`config.mk`:
```
export PLATFORM = sky130hd
export DESIGN_NAME = route_discovery_retry_fsm_core
export DESIGN_NICKNAME = d
export VERILOG_FILES = /design/src/rtl/core/rdr_pkg.sv /design/src/rtl/core/route_discovery_retry_fsm_core.sv /design/src/rtl/core/rdr_step.sv
export SDC_FILE = /design/constraint.sdc
export NUM_CORES = 1
export LEC_CHECK = 0
export BUFFER_PORTS_ARGS = -buffer_cell sky130_fd_sc_hd__buf_4
export CORE_ASPECT_RATIO = 0.75
export CORE_UTILIZATION = 50
export CTS_BUF_LIST = sky130_fd_sc_hd__clkbuf_4
export DETAILED_ROUTE_END_ITERATION = 6
export PLACE_DENSITY = 0.8
export SYNTH_ARGS = -nofsm -noshare
export SYNTH_HDL_FRONTEND = slang
export SYNTH_SLANG_ARGS = --single-unit
```
`constraint.sdc`:
```
create_clock -name clk -period 5.47 [get_ports clk]
set_input_delay 0.2735 -clock clk [delete_from_list [all_inputs] [get_ports clk]]
set_output_delay 0.2735 -clock clk [all_outputs]
set_load 0.005 [all_outputs]
```
`src/rtl/core/rdr_pkg.sv`:
```
// Package for the route discovery retry machine.
// It holds the phase and action codes, the register indexes and the shared structs.
// It depends on nothing else.
`timescale 1ns / 1ps

package rdr_pkg;

    // Phase codes as they appear on the phase output.
    localparam logic [1:0] PHASE_IDLE       = 2'd0;
    localparam logic [1:0] PHASE_REQUESTING = 2'd1;
    localparam logic [1:0] PHASE_COMPLETE   = 2'd2;
    localparam logic [1:0] PHASE_FAILED     = 2'd3;

    // Action codes of an input word. The fourth code is unused and changes nothing.
    localparam logic [1:0] ACT_START   = 2'd0;
    localparam logic [1:0] ACT_REPLY   = 2'd1;
    localparam logic [1:0] ACT_TIMEOUT = 2'd2;

    // Configuration register indexes.
    localparam logic REG_TIMEOUT_MS  = 1'b0;
    localparam logic REG_MAX_RETRIES = 1'b1;

    // Register reset values.
    localparam logic [31:0] TIMEOUT_MS_RESET  = 32'd1000;
    localparam logic [7:0]  MAX_RETRIES_RESET = 8'd3;

    // One input word after the input register.
    typedef struct packed {
        logic [1:0]  action;
        logic [15:0] dest_network;
        logic [15:0] dest_node;
        logic [31:0] request_id;
        logic [31:0] dest_sequence;
        logic [7:0]  hop_limit;
        logic [31:0] now_ms;
    } rdr_item_t;

    // Discovery state that is carried from one word to the next.
    typedef struct packed {
        logic [1:0]  phase;
        logic [15:0] target_network;
        logic [15:0] target_node;
        logic [31:0] wanted_sequence;
        logic [7:0]  retry_tally;
        logic [31:0] deadline;
    } rdr_state_t;

    // One result word.
    typedef struct packed {
        logic       accepted;
        logic [1:0] phase;
        logic [7:0] retries_used;
    } rdr_result_t;

    // True when a is at or after b in 32-bit serial arithmetic.
    function automatic logic serial_at_or_after(input logic [31:0] a, input logic [31:0] b);
        logic [31:0] diff;
        begin
            diff = a - b;
            serial_at_or_after = ~diff[31];
        end
    endfunction

endpackage

```
`src/rtl/core/route_discovery_retry_fsm_core.sv`:
```
// Route discovery retry machine, top level.
// A word passes from the input register to the result register; out_stall can hold either.
// Throughput: one word per cycle while out_stall is low; the discovery state is updated in the same cycle.
// Reset (rst_n low, asynchronous): phase idle, all discovery state zero, timeout_ms 1000,
// max_retries 3, both stages empty. No clearing pass is needed.
// Uses rdr_pkg and rdr_step.
`timescale 1ns / 1ps

module route_discovery_retry_fsm_core
    import rdr_pkg::*;
(
    input  logic        clk,
    input  logic        rst_n,
    // Configuration write port
    input  logic        cfg_we,
    input  logic        cfg_index,
    input  logic [31:0] cfg_data,
    // Input channel
    input  logic        in_valid,
    output logic        in_stall,
    input  logic [1:0]  action,
    input  logic [15:0] dest_network,
    input  logic [15:0] dest_node,
    input  logic [31:0] request_id,
    input  logic [31:0] dest_sequence,
    input  logic [7:0]  hop_limit,
    input  logic [31:0] now_ms,
    // Output channel
    output logic        out_valid,
    input  logic        out_stall,
    output logic        accepted,
    output logic [1:0]  phase,
    output logic [7:0]  retries_used
);

    logic [31:0] timeout_ms_reg;
    logic [7:0]  max_retries_reg;

    logic        s1_valid_reg;
    logic        s1_valid_next;
    rdr_item_t   s1_item_reg;

    rdr_state_t  state_reg;
    rdr_state_t  state_next;
    rdr_result_t step_result;

    logic        out_valid_reg;
    logic        out_valid_next;
    rdr_result_t out_result_reg;

    logic        in_take;
    logic        s1_go;

    // Configuration registers.
    always_ff @(posedge clk or negedge rst_n)
    begin
        if (!rst_n)
        begin
            timeout_ms_reg  <= TIMEOUT_MS_RESET;
            max_retries_reg <= MAX_RETRIES_RESET;
        end
        else if (cfg_we)
        begin
            case (cfg_index)
                REG_TIMEOUT_MS:  timeout_ms_reg  <= cfg_data;
                REG_MAX_RETRIES: max_retries_reg <= cfg_data[7:0];
                default:         timeout_ms_reg  <= timeout_ms_reg;
            endcase
        end
    end

    // Stage handshake: the input register moves on whenever the result register is free.
    assign s1_go          = s1_valid_reg && (!out_valid_reg || !out_stall);
    assign in_stall       = s1_valid_reg && !s1_go;
    assign in_take        = in_valid && !in_stall;
    assign s1_valid_next  = in_take || (s1_valid_reg && !s1_go);
    assign out_valid_next = s1_go || (out_valid_reg && out_stall);

    // Input register.
    always_ff @(posedge clk or negedge rst_n)
    begin
        if (!rst_n)
        begin
            s1_valid_reg <= 1'b0;
        end
        else
        begin
            s1_valid_reg <= s1_valid_next;
        end
    end

    always_ff @(posedge clk)
    begin
        if (in_take)
        begin
            s1_item_reg.action        <= action;
            s1_item_reg.dest_network  <= dest_network;
            s1_item_reg.dest_node     <= dest_node;
            s1_item_reg.request_id    <= request_id;
            s1_item_reg.dest_sequence <= dest_sequence;
            s1_item_reg.hop_limit     <= hop_limit;
            s1_item_reg.now_ms        <= now_ms;
        end
    end

    // Next state and result for the word in the input register.
    rdr_step u_step (
        .item        (s1_item_reg),
        .cur         (state_reg),
        .timeout_ms  (timeout_ms_reg),
        .max_retries (max_retries_reg),
        .nxt         (state_next),
        .result      (step_result)
    );

    // Discovery state; request id and hop limit are only checked, never read back.
    always_ff @(posedge clk or negedge rst_n)
    begin
        if (!rst_n)
        begin
            state_reg <= '0;
        end
        else if (s1_go)
        begin
            state_reg <= state_next;
        end
    end

    // Result register.
    always_ff @(posedge clk or negedge rst_n)
    begin
        if (!rst_n)
        begin
            out_valid_reg <= 1'b0;
        end
        else
        begin
            out_valid_reg <= out_valid_next;
        end
    end

    always_ff @(posedge clk)
    begin
        if (s1_go)
        begin
            out_result_reg <= step_result;
        end
    end

    assign out_valid    = out_valid_reg;
    assign accepted     = out_result_reg.accepted;
    assign phase        = out_result_reg.phase;
    assign retries_used = out_result_reg.retries_used;

endmodule

```
`src/rtl/core/rdr_step.sv`:
```
// Next-state and result logic for one word of the route discovery retry machine.
// Purely combinational; uses the types and codes of rdr_pkg.
`timescale 1ns / 1ps

module rdr_step
    import rdr_pkg::*;
(
    input  rdr_item_t   item,
    input  rdr_state_t  cur,
    input  logic [31:0] timeout_ms,
    input  logic [7:0]  max_retries,
    output rdr_state_t  nxt,
    output rdr_result_t result
);

    logic        ids_valid;
    logic        start_ok;
    logic        reply_ok;
    logic        deadline_hit;
    logic        accepted;
    logic [31:0] new_deadline;

    // Shared decode of the word against the current state.
    assign ids_valid    = (item.dest_network != 16'd0) && (item.dest_node != 16'd0);
    assign new_deadline = item.now_ms + timeout_ms;
    assign start_ok     = ids_valid && (item.request_id != 32'd0)
                          && (item.hop_limit != 8'd0) && (cur.phase != PHASE_REQUESTING);
    assign reply_ok     = (cur.phase == PHASE_REQUESTING) && ids_valid
                          && (item.dest_network == cur.target_network)
                          && (item.dest_node == cur.target_node)
                          && serial_at_or_after(item.dest_sequence, cur.wanted_sequence);
    assign deadline_hit = (cur.phase == PHASE_REQUESTING)
                          && serial_at_or_after(item.now_ms, cur.deadline);

    // Phase transitions per action.
    always_comb
    begin
        nxt      = cur;
        accepted = 1'b0;
        case (item.action)
            ACT_START:
            begin
                if (start_ok)
                begin
                    nxt.phase           = PHASE_REQUESTING;
                    nxt.target_network  = item.dest_network;
                    nxt.target_node     = item.dest_node;
                    nxt.wanted_sequence = item.dest_sequence;
                    nxt.retry_tally     = 8'd0;
                    nxt.deadline        = new_deadline;
                    accepted            = 1'b1;
                end
            end
            ACT_REPLY:
            begin
                if (reply_ok)
                begin
                    nxt.phase = PHASE_COMPLETE;
                    accepted  = 1'b1;
                end
            end
            ACT_TIMEOUT:
            begin
                if (deadline_hit)
                begin
                    if (cur.retry_tally >= max_retries)
                    begin
                        nxt.phase = PHASE_FAILED;
                    end
                    else
                    begin
                        nxt.retry_tally = cur.retry_tally + 8'd1;
                        nxt.deadline    = new_deadline;
                        accepted        = 1'b1;
                    end
                end
            end
            default:
            begin
                nxt = cur;
            end
        endcase
    end

    // Result word reflects the state after the action.
    assign result.accepted     = accepted;
    assign result.phase        = nxt.phase;
    assign result.retries_used = nxt.retry_tally;

endmodule

```
* After elaboration in Yosys (flattened, before gate mapping)
Cells that the tools add are included.
** Cells by class
- Magnitude comparators :: 1
- Shift operators :: 0
- Div/mod/pow operators :: 0
- Multiplexer cells :: 13
- Bitwise operators :: 3
- Eq/ne operators :: 9
- Reductions and logical operators :: 30
- Multiply operators :: 0
- $add $sub $neg :: 4
** Operators by type and width (number)
- $mux 106 :: 1
- $mux 40 :: 2
- $pmux 40 s2 :: 1
- $sub 32x32->32 :: 2
- $add 32x32->32 :: 1
- $eq 16x16->1 :: 2
- $reduce_bool 16->1 :: 2
- $reduce_bool 32->1 :: 1
- $logic_and 1x1->1 :: 13
- $add 8x1->8 const B :: 1
- $ge 8x8->1 :: 1
- $reduce_bool 8->1 :: 1
- $mux 2 :: 3
- $ne 2x1->1 const B :: 3
- $pmux 2 s3 :: 1
- $reduce_and 5->1 :: 1
- $eq 2x1->1 const B :: 2
- $logic_not 1->1 :: 4
- $mux 1 :: 4
- $reduce_and 2->1 :: 2
- $logic_or 1x1->1 :: 3
- $not 1->1 :: 3
- $pmux 1 s3 :: 1
- $reduce_and 3->1 :: 1
- other kinds (4) :: 4
** Word-level totals
- Register bits :: 297
- Bits in read-only memories :: 0
- Memories kept :: 0
- RAM bits :: 0
- Latch bits :: 0
- Output and inout bits :: 13

* Longest topological paths before layout
- Word-level depth :: 8
- Gate-level depth with buffers :: 13
- Depth with buffers taken out :: 12

* By module
Synthesis repeated with hierarchy kept, for this count alone.
** Unflattened totals
- Cells, all modules :: 1193
- Area, all modules :: 15499.9 µm²
** Modules (own cells, without submodules)
- route_discovery_retry_fsm_core :: times used 1, area each 10152.2 µm², cells each 467, sequential area each 8187.9 µm²
- rdr_step :: times used 1, area each 5347.6 µm², cells each 726, sequential area each 0.0 µm²

* Least setup slack after synthesis
OpenSTA, ideal clock, no wires.
- Kind :: reg2reg
- Start :: register out_valid_reg (netlist: out_valid)
- End :: register s1_item_reg[0] (netlist name), enable pin
- Arrival :: 3.693 ns
- Library setup time :: 0.514 ns
- Setup slack :: 1.263 ns
- Buffers on the path :: 0
- Clock period less this slack :: 4.207 ns
- Stages on the path, launching flop included :: 3
- Path through :: dfrtp_1 > nand3_1 > and2_1
** Between the ends
- Word-level cells in the longest chain between the ends :: 7
** RTL lines
- start: declaration :: line route_discovery_retry_fsm_core.sv:47 : logic out_valid_reg;
- start signal: assignment :: line route_discovery_retry_fsm_core.sv:138 : out_valid_reg <= out_valid_next;
- $logic_not 1->1 :: line route_discovery_retry_fsm_core.sv:73 : assign s1_go = s1_valid_reg && (!out_valid_reg || !out_stall);
- $logic_or 1x1->1 :: line route_discovery_retry_fsm_core.sv:73
- $logic_and 1x1->1 :: line route_discovery_retry_fsm_core.sv:73
- $logic_not 1->1 :: line route_discovery_retry_fsm_core.sv:74 : assign in_stall = s1_valid_reg && !s1_go;
- $logic_and 1x1->1 :: line route_discovery_retry_fsm_core.sv:74
- $logic_not 1->1 :: line route_discovery_retry_fsm_core.sv:75 : assign in_take = in_valid && !in_stall;
- $logic_and 1x1->1 :: line route_discovery_retry_fsm_core.sv:75
- net in_take :: line route_discovery_retry_fsm_core.sv:51 : logic in_take;
- end: declaration :: line route_discovery_retry_fsm_core.sv:41 : rdr_item_t s1_item_reg;
The timed path passes the listed nets, and every way through them passes these cells.
A chain may end at the register's enable or synchronous reset.

* Final worst setup path
- Start :: register s1_item_reg[30] (netlist name)
- End :: register state_reg[0] (netlist name)
** Between the ends
- Word-level cells in the longest chain between the ends :: 5
** RTL lines
- $sub 32x32->32 :: line rdr_pkg.sv:59 : diff = a - b;
- $not 1->1 :: line rdr_pkg.sv:60 : serial_at_or_after = ~diff[31];
- $logic_and 1x1->1 :: line rdr_step.sv:33 : && serial_at_or_after(item.now_ms, cur.deadline);
- $ne 2x1->1 (no source line)
- $reduce_and 5->1 (no source line)
- end signal: assignment :: line route_discovery_retry_fsm_core.sv:125 : state_reg <= state_next;
- end: declaration :: line route_discovery_retry_fsm_core.sv:43 : rdr_state_t state_reg;
Every way passes these cells.

==> impl_metrics.csv <==
group,metric,value,unit
status,outcome,"completed",
detailed_routing,drt.antenna.violating_nets,0,
timing,fin_tns_setup,0,ns
hold_path,min_from,"cfg_index",
grt,grt_pass1_wl,55.5,mm
yosys,post_synth_simple_gate_area,9.04,%
critical_path,timing_worst_setup_path_type,"reg -> reg",
timing,worstMarginPinSlew,1.08,ns
layout,ff_latch_area,8190,µm²
place,dpl_worst_slack,1.91,ns
timing,setup_slack,1.87,ns
critical_path,worst-r2r-cell-count,10,
yosys,flip_flop_and_latch_count_after_synthesis,297,
hold_path,timing.hold.worst.class,"in -> reg",
clock_network,cts.path.max_buffers,3,
timing,slew_headroom,27.6,%
clock_network,htreeDepth,3,
yosys,yosysSeqAreaShare,57.7,%
hold_path,hold_path_depth,4,
critical_path,worstPathRequired,6.05,ns
yosys,yosys.area_share.adder,8.96,%
yosys,post_synth_num_cell_types,68,
yosys,yosysMostFrequentCell,"edfxtp_1",
yosys,main_combinational_cell_family_by_area_after_synthesis,"compound AO/OA/AOI/OAI gates",
place,dp_hpwl,21.7,mm
timing,final-hold-violation-count,0,
pwr,p_leak,0.00816,µW
grt,grt_util_met1,33.2,%
timing,post-route-period-util,65.8,%
floorplanning,floorplan.initialDensity,50.7,%
job,timing.max_cap.violations,0,
layout,area.growth.synth_to_final,32.0,%
timing,rsz_0062_raised_after_global_routing,"no",
place,dpl_cell_area,16000,µm²
clock_network,clkLatencyLatePin,0.70,ns
critical_path,worst_setup_path_start_kind,"register",
detailed_routing,wl_per_cell,17.2,µm
layout,final_core_utilization,66.9,%
pwr,worst_ir_drop_vdd,0.256,mV
timing,fin_worst_skew,0.0522,ns
grt,met3_track_utilization_from_global_routing,4.72,%
detailed_routing,drc_errors,0,
grt,groute.layer.met2.usage,39.0,%
floorplanning,placeableCoreArea,28000,µm²
critical_path,cp_data_arrival_time,4.18,ns
floorplanning,die_height,148,µm
layout,finalInstanceArea,18700,µm²
critical_path,r2r_slack,1.87,ns
grt,vias_in_the_first_global_route,11000,
yosys,synth-edff-count,149,
yosys,synth-main-ff-cell,"edfxtp_1",
yosys,synth.top_cell.area_share,31.5,%
floorplanning,num_io_pins,189,
pwr,power_per_cell_area,374,nW/µm²
clock_network,cts_post_setup_buffers_inserted,0,
critical_path,worst_r2r_endpoint,"state_reg[0]",
timing,timing.final.max_slew_violations,0,
floorplanning,dieArea,29100,µm²
yosys,post_synth_mux_area_share,6.05,%
layout,fillers,2011,
layout,fin_nets,1857,
grt,groute.usage.overall,24.5,%
detailed_routing,routed-via-count,10600,
place,place.port_buffers,188,
clock_network,clock-root-buffer,"clkbuf_4",
yosys,synth_compound_gate_area_share,10.9,%
detailed_routing,detailedRoute.firstIterationViolations,535,
clock_network,cts_tree,"built",
critical_path,crit_path_end_kind,"register",
yosys,share_of_the_synthesized_netlist_area_taken_by_xor_and_xnor_gates,3.76,%
floorplanning,number_of_rows_created_at_floorplan,53,
layout,multi_input_comb_area,5520,µm²
yosys,ys_top_cells_by_count,"149 x edfxtp_1, 140 x dfrtp_1, 117 x nand2_1, 100 x ha_1, 82 x inv_1",
hold_path,hold-path-endpoint,"timeout_ms_reg[1]",
yosys,netlist_instances,1166,
grt,grt_max_degree,99,
grt,grt_busiest_layer,"met2",
yosys,post_synthesis_cell_type_with_the_largest_combined_area,"edfxtp_1",
grt,aggregate_global_routing_overflow,0,
grt,grt_antenna_before_repair,2,
detailed_routing,first_pass_iters,5,
detailed_routing,route.final.wire_length,34.9,mm
timing,period_minus_slack,3.60,ns
detailed_routing,viasPerCell,5.24,
timing,maxClockFrequency,278,MHz
layout,post_route_cells_drive_above_1_share,25.4,%
place,gp_congestion,0.887,
yosys,synth.net_count,1443,
critical_path,worstReg2RegStart,"s1_item_reg[30]",
clock_network,cts_inserted_buffers,77,
clock_network,clock_sink_count,297,
yosys,post_synth_arst_share,49.8,%
clock_network,clkTransAtPathRegs,0.07,ns
clock_network,post_cts.resized_instances,0,
critical_path,worst-path-max-fanout,65,
yosys,synth.top_cells.by_area,"edfxtp_1 32%, dfrtp_1 25%, ha_1 8.8%",
yosys,yosys_warnings,0,
yosys,postSynthAreaPerCell,12.2,µm²
floorplanning,die_w,197,µm
yosys,total_standard_cell_area_after_synthesis,14200,µm²
clock_network,cts_hold_buf,174,
layout,largest_register_ffs,138,
timing,final-setup-viol-count,0,
[stage by stage]
stage	power, µW	instances	hold WS (ns)
2_1_floorplan	4390	1166	-0.0221
3_3_place_gp	4810	1712	0.442
3_5_place_dp	4900	1712	0.446
4_1_cts	7010	2029	0.0678
5_1_grt	7470	2031	0.156
6_report	7010	2031	0.116
[worst max-delay path by stage]
stage                endpoint            start  cells after the start
2_1_floorplan  s1_item_reg[0]        out_valid                      2
3_3_place_gp     state_reg[0]  s1_item_reg[30]                     10
3_5_place_dp     state_reg[0]  s1_item_reg[30]                     10
4_1_cts          state_reg[0]  s1_item_reg[30]                     10
5_1_grt          state_reg[0]  s1_item_reg[28]                     10
6_report         state_reg[0]  s1_item_reg[30]                     10
[layer usage]
layer	vias up	routed length [µm]
met5	-	0
met2	326	16500
met4	0	894
met3	71	1710
li1	5131	-
met1	5119	15800
[cells in the final DEF, fill, tap and decap left out, types with 38 or more instances in the layout]
| cell | instances |
|---|---|
| mux2_2 | 73 |
| dfrtp_1 | 140 |
| xor2_1 | 38 |
| ha_1 | 100 |
| buf_4 | 193 |
| edfxtp_1 | 149 |
| clkbuf_4 | 119 |
| o21ai_0 | 69 |
| a21oi_1 | 50 |
| nand2_1 | 117 |
| inv_1 | 82 |
| dlygate4sd3_1 | 174 |
[worst max-delay path, stage by stage, from the launching register on]
cell      delay (ns)
edfxtp_1        0.43
ha_1            0.32
nand4_1         0.16
nor4_2          0.53
a21oi_1         0.13
o211ai_1        0.20
a31o_2          0.22
mux2_4          0.38
o21ai_4         0.15
buf_4           0.56
mux2_1          0.38
[cell families after synthesis]
| family | after synthesis |
|---|---|
| muxes | 76 |
| AOI/OAI and AO/OA | 251 |
| and+or+nand+nor | 265 |
| DFF | 297 |
| xor gates and xnor gates | 61 |
| buffers and inverters | 115 |
| adders and majority gates | 101 |
[power by group]
part	internal, µW	switching (µW)	total, µW
Combinational	912	990	1900
Sequential	2840	261	3100
Clock	1050	958	2000
Total	4800	2210	7010
[area by class of cell]
cell class                 count  share of cell area [%]
clock inverter                24                   0.708
antenna                        2                  0.0267
multi-input combinational    754                    29.5
clock buffer                 119                    4.77
tap                          385                    2.57
inverter                      82                    1.64
timing repair buffer         368                    17.1
sequential                   297                    43.7
Power figures use the tool's default switching activity.
